`src/hw/rtl/sacl_pkg.sv`:
```
// Shared types, codes and helpers of the set-associative LRU tag store.
package sacl_pkg;

    // Defaults of the top-level parameters
    localparam int SET_BITS_MAX_DEF = 6;
    localparam int WAYS_DEF         = 8;

    // Fixed field widths
    localparam int ADDR_W   = 64;
    localparam int STAMP_W  = 32;
    localparam int TOTAL_W  = 32;
    localparam int SHIFT_W  = 7;   // holds set bits + block bits
    localparam int CFG_W    = 6;   // widest configuration register
    localparam int CFG_IDX_W = 2;
    localparam int OUT_W    = 104; // 100 bits of fields, padded to bytes

    // Address split: set plus block bits at or above this give a zero tag
    localparam logic [SHIFT_W-1:0] TAG_SHIFT_LIMIT = SHIFT_W'(ADDR_W);

    // Command codes
    typedef enum logic [1:0] {
        CMD_LOAD   = 2'd0,
        CMD_STORE  = 2'd1,
        CMD_MODIFY = 2'd2,
        CMD_IFETCH = 2'd3
    } cmd_t;

    // Configuration register indexes
    localparam logic [CFG_IDX_W-1:0] CFG_SET_BITS   = 2'd0;
    localparam logic [CFG_IDX_W-1:0] CFG_WAYS       = 2'd1;
    localparam logic [CFG_IDX_W-1:0] CFG_BLOCK_BITS = 2'd2;

    // One way of a set as stored in the tag memory
    typedef struct packed {
        logic               valid;
        logic [ADDR_W-1:0]  tag;
        logic [STAMP_W-1:0] stamp;
    } way_t;

    // Lookup outcome of one set
    typedef struct packed {
        logic hit;   // a way in use holds the tag
        logic full;  // every way in use is valid
    } sel_t;

    // Sequencer states
    typedef enum logic [1:0] {
        ST_CLEAR,
        ST_IDLE,
        ST_LOOK
    } state_t;

    // Saturating increment of a running total
    function automatic logic [TOTAL_W-1:0] sat_inc(input logic [TOTAL_W-1:0] v,
                                                   input logic en);
        sat_inc = (en && (v != '1)) ? v + TOTAL_W'(1) : v;
    endfunction

endpackage

```
`src/hw/rtl/sacl_way_select.sv`:
```
// Tag compare, free-way search and LRU victim choice over one set row.
module sacl_way_select #(
    parameter int WAYS   = sacl_pkg::WAYS_DEF,
    localparam int WN_W  = $clog2(WAYS + 1),
    localparam int IDX_W = (WAYS > 1) ? $clog2(WAYS) : 1
) (
    input  sacl_pkg::way_t [WAYS-1:0]       row,
    input  logic [sacl_pkg::ADDR_W-1:0]     tag,
    input  logic [WN_W-1:0]                 ways,
    output sacl_pkg::sel_t                  sel,
    output logic [IDX_W-1:0]                target
);
    import sacl_pkg::*;

    logic [WAYS-1:0]    in_use;
    logic [WAYS-1:0]    hit_vec;
    logic [WAYS-1:0]    free_vec;
    logic [IDX_W-1:0]   hit_idx;
    logic [IDX_W-1:0]   free_idx;
    logic [IDX_W-1:0]   lru_idx;
    logic [STAMP_W-1:0] low;
    logic               found;

    // per-way flags
    always_comb begin
        for (int w = 0; w < WAYS; w++) begin
            in_use[w]   = (w < int'(ways));
            hit_vec[w]  = in_use[w] && row[w].valid && (row[w].tag == tag);
            free_vec[w] = in_use[w] && !row[w].valid;
        end
    end

    // lowest hitting way and lowest free way
    always_comb begin
        hit_idx  = '0;
        free_idx = '0;
        for (int w = WAYS - 1; w >= 0; w--) begin
            if (hit_vec[w]) begin
                hit_idx = IDX_W'(w);
            end
            if (free_vec[w]) begin
                free_idx = IDX_W'(w);
            end
        end
    end

    // oldest stamp among valid ways in use, lowest way wins a tie
    always_comb begin
        lru_idx = '0;
        low     = '0;
        found   = 1'b0;
        for (int w = 0; w < WAYS; w++) begin
            if (in_use[w] && row[w].valid && (!found || row[w].stamp < low)) begin
                low     = row[w].stamp;
                lru_idx = IDX_W'(w);
                found   = 1'b1;
            end
        end
    end

    assign sel.hit  = |hit_vec;
    assign sel.full = ~|free_vec;
    assign target   = sel.hit ? hit_idx : (sel.full ? lru_idx : free_idx);

endmodule
```
`config.mk`:
```
export PLATFORM = sky130hd
export DESIGN_NAME = sacl_way_select
export DESIGN_NICKNAME = d
export VERILOG_FILES = /design/src/hw/rtl/sacl_pkg.sv /design/src/hw/rtl/sacl_way_select.sv
export SDC_FILE = /design/constraint.sdc
export NUM_CORES = 1
export LEC_CHECK = 0
export BUFFER_PORTS_ARGS = -buffer_cell sky130_fd_sc_hd__buf_2
export CORE_AREA = 3 3 329 331
export DETAILED_ROUTE_END_ITERATION = 7
export DIE_AREA = 0 0 332 334
export PLACE_DENSITY = 0.31
export SYNTH_ARGS = -nofsm -noshare
export SYNTH_HDL_FRONTEND = slang
export SYNTH_SLANG_ARGS = --single-unit
export TNS_END_PERCENT = 100
```
`constraint.sdc`:
```
create_clock -name vclk -period 26
set_input_delay 2.6 -clock vclk [all_inputs]
set_output_delay 2.6 -clock vclk [all_outputs]
set_load 0.03 [all_outputs]
```
* After elaboration in Yosys (flattened, before gate mapping)
Index checks and enable logic that the tools add are counted.
** Storage, ports and cells
- Register bits after elaboration :: 0
- Input bits :: 844
- Output and inout bits :: 5
- Word-level logic and storage cells :: 118
** Operators by class
- $lt $le $gt $ge :: 15
- Equality and inequality tests :: 8
- Multiplexer cells :: 39
- Reduce and logical (&&, ||, !) cells :: 56
** Operator list (count)
- 64-bit equality test :: 8
- 32-bit < comparator :: 7
- 32-bit two-way mux :: 7
- 3-bit two-way mux :: 24
- 1-bit logical AND :: 31
- 1-bit logical NOT :: 16
- 3-bit by 4-bit < comparator with 1-bit output (first input constant) :: 4
- 8-bit OR reduction :: 2
- 1-bit by 4-bit < comparator with 1-bit output (first input constant) :: 2
- 2-bit by 4-bit < comparator with 1-bit output (first input constant) :: 2
- 1-bit two-way mux :: 8
- 1-bit logical OR :: 7

* Depth between registers and ports, before layout
- Word-level depth :: 33
- Gate-level depth with buffers :: 92
- Mapped depth without buffers :: 79

* Least setup slack after synthesis
No wires, ideal clock.
- Path kind :: input-to-output
- Start point :: input port ways[0]
- End point :: output port target[0]
- Arrival :: 18838 ps
- Required time :: 23400 ps
- Path slack :: 4562 ps
- Stages on the path :: 90
- Path buffers :: 14
- Cells stage by stage :: buf_6 -> o41a_1 -> clkbuf_1 -> clkbuf_1 -> buf_1 -> nand2_1 -> ha_1 -> nand4_1 -> nor4_1 -> nand4_1 -> a21oi_2 -> o21ai_1 -> nand2_1 -> clkbuf_1 -> nand3_1 -> nand2_1 -> inv_1 -> ha_1 -> [54 not listed] -> nand2_1 -> nor4_1 -> nor2_1 -> clkbuf_1 -> a21o_1 -> ha_1 -> a21o_1 -> a21o_1 -> a21o_1 -> a21oi_1 -> nor2b_1 -> o21ai_0 -> nand2b_1 -> a21oi_1 -> o311ai_0 -> a21oi_1 -> o311ai_0 -> a21oi_1
** On the way
- Cells in the longest elaborated chain, start to end :: 33
- Elaborated cells between the ends (all ways) :: 101
- Those cells by class :: 15 x order compare; 39 x mux; 47 x reduce/logical
** Ends and longest elaborated chain
- start: declaration :: line sacl_way_select.sv:9 : input logic [WN_W-1:0] ways,
- 1-bit by 4-bit < comparator with 1-bit output :: line sacl_way_select.sv:27 : in_use[w] = (w < int'(ways));
- 1-bit logical AND :: line sacl_way_select.sv:28, sacl_way_select.sv:53
- 32-bit two-way mux / 1-bit two-way mux (equally long branches) :: line sacl_way_select.sv:53 : if (in_use[w] && row[w].valid && (!found || row[w].stamp < low)) begin
- 32-bit < comparator / 1-bit logical NOT (equally long branches) :: line sacl_way_select.sv:53
- 1-bit logical OR :: line sacl_way_select.sv:53
- 1-bit logical AND :: line sacl_way_select.sv:53
- 32-bit two-way mux / 1-bit two-way mux (equally long branches) :: line sacl_way_select.sv:53
- 32-bit < comparator / 1-bit logical NOT (equally long branches) :: line sacl_way_select.sv:53
- [17 not listed]
- 1-bit logical AND :: line sacl_way_select.sv:53
- 32-bit two-way mux / 1-bit two-way mux (equally long branches) :: line sacl_way_select.sv:53
- 32-bit < comparator / 1-bit logical NOT (equally long branches) :: line sacl_way_select.sv:53
- 1-bit logical OR :: line sacl_way_select.sv:53
- 1-bit logical AND :: line sacl_way_select.sv:53
- 3-bit two-way mux :: line sacl_way_select.sv:53
- 3-bit two-way mux :: line sacl_way_select.sv:63 : assign target = sel.hit ? hit_idx : (sel.full ? lru_idx : free_idx);
- 3-bit two-way mux * :: line sacl_way_select.sv:63
- end: declaration :: line sacl_way_select.sv:11 : output logic [IDX_W-1:0] target
Mark *: on every way between the ends. The rest lies on a longest branch, timed or not.

* Worst setup path in the final report
- Start point :: input port ways[3]
- End point :: output port target[0]
The elaborated chain is that of the path after synthesis.

==> results.toml <==
[run_status]
status = "finished clean"

[detailed_routing]
drt_iter0_markers = 1396
post_drt_wl_per_cell_um = 33.1
dr.pass1.iters = 8
vias = 20695
drtAntennaViolNets = 0
drc = 0
postRouteWirelength_mm = 145
via_per_inst = 4.72

[setup_path]
cp-end-kind = "output pin"
path_buf_inv = 7
required_ns = 23.40
crit_type = "input port to output pin"
crit_fanout = 64
cp_common_cell = "a21o_1"
start_kind = "input port"
crit_arrival_ns = 21.71
cp_top_family = "compound AO/OA/AOI/OAI gates"
max_stage_delay_ns = 0.64
crit_slowest_cell = "a21o_2"

[die]
die_area_um2 = 111000
rows = 119
io_pins = 849
die_y_um = 334
core_area_um2 = 105000
start_util_pct = 14.7
die_w_um = 332

[synth]
synth_nets = 3247
ys_seq_area_share_pct = 0
yosys.area.top_type = "ha_1"
syn_inst = 2186
synth_top_area_share_pct = 17.5
synthTopCellsByArea = "ha_1 17%, xor2_1 16%, xnor2_1 12%"
mappedNetlistArea_um2 = 15500
synth.avg_cell_area_um2 = 7.10
yosysWarnings = 0
synth.distinct_cells = 78

[cells_and_area]
syn2layout_area_growth_pct = 37.7
layout.nets = 3998
drive_gt1_share_pct = 31.0
final_cells = 4382
ff_latch_area_um2 = 0
design.seq.count = 0
clockBufferCount = 0

[global_route]
antenna_found_initial = 136
grt_max_degree = 65
grt_pass1_wl_mm = 186
track_usage_pct = 24.6
grt_overflow = 0
grt_pass1_vias = 21527

[sta]
drv_slew = 0
setup-tns-final_ns = 0
finalWorstPathRequiredPeriod_ns = 24.31
worstMarginPinSlew_ns = 0.927
fin_ws_ns = 1.69
setup_viol = 0
hold_viol = 0
rsz0062_at_grt = "false"
fmax_mhz = 41.1
slew_headroom_pct = 38.1
fin_crit_sh_pct = 93.5

[placement]
pre_cts_ws_ns = 0.497
hpwlAfterDp_mm = 127
dp_cells = 4324
portBuffers = 849
gp_congestion = 0.961

[power]
total_power_w = 0.000805
p_leak_nw = 9.48
powerDensity_nw_per_um2 = 37.7
ir_drop_mv = 0.0195

[run]
cap_violations = 0

[clock_network]
postCtsHoldBufs = 0

[min_path]
hold_path.class = "input port to output pin"
## layer usage
metal	up-vias	wire, µm	GRT usage [%]
met4	70	8410	11.5
met1	9714	51400	25.5
met3	317	10800	6.01
met2	995	73800	46.2
li1	9599	-	-
met5	-	441	0
## cell type report
| class | count | area, µm² |
|---|---|---|
| Tap cell | 1391 | 1740 |
| Timing Repair Buffer | 866 | 4390 |
| Inverter | 55 | 206 |
| Fill cell | 12342 | 84000 |
| Multi-Input combinational cell | 2014 | 14900 |
| Antenna cell | 56 | 140 |
## cell usage after synthesis (8+ instances only)
cell type    n
a211oi_1    11
a21o_1      59
a21oi_1     69
and4_1       8
buf_2       13
clkbuf_1    91
ha_1       217
inv_1       55
mux2i_1     32
nand2_1    257
nand2b_1    19
nand3_1     97
nand4_1    127
nand4b_1    10
nor2_1     115
nor2b_1     30
nor3_1      31
nor4_1     115
nor4b_1     16
nor4bb_1     9
o211ai_1    11
o21a_1      72
o21ai_0     48
o221a_1     24
or4_1        8
xnor2_1    215
xor2_1     278
## cell usage in the layout (no fill, tap or decap), drive strengths merged, types with 12 or more instances in the layout
master	count
buf	866
mux2i	32
nand2	257
nand3	98
xor2	278
ha	217
o221a	31
a21o	60
nor3	33
nor2	117
nand4	127
a211oi	12
nand2b	19
xnor2	215
inv	55
nor2b	30
o21a	72
diode	56
nor4	115
o21ai	51
a21oi	70
nor4b	16
## power breakdown
part | total [W] | leakage [nW] | switching, W | internal, W
clock | 0.000000000291 | 0.000355 | 0 | 0.000000000291
sequential | 0 | 0 | 0 | 0
combinational | 0.000805 | 9.48 | 0.000485 | 0.000321
## cell families (layout without fill, tap and decap cells)
logic type | Yosys count | in the layout | share of synthesized area, %
adders and majority gates | 217 | 217 | 17.5
muxes | 32 | 32 | 2.06
AOI/OAI and AO/OA | 371 | 372 | 17.3
and+or+nand+nor | 899 | 900 | 30.7
other | 0 | 56 | 0
xor gates and xnor gates | 493 | 493 | 27.8
buffers and inverters | 174 | 921 | 4.65
## path summary, 6_finish.rpt
kind / to / depth (start not counted) / slack [ns] / from
worst min-delay path: target[0] / 6 / 6.10 / row[582]
worst max-delay path: target[0] / 79 / 1.69 / ways[3]
## metrics by stage
stage,utilization [%],area (µm²),hold slack [ns]
after global routing,20.2,21300,6.14
after CTS,20.1,21200,6.12
after detailed placement,20.1,21200,6.12
after floorplan,-,15500,5.53
after global placement,20.1,21200,6.14
final,20.3,21400,6.10
## repair_timing
item | 4_1_cts | 5_1_grt
endpoints found under the setup margin | 0 | 3
resized for setup | 0 | 5
buffers inserted | 0 | 0
(Power assumes the default switching activity.)
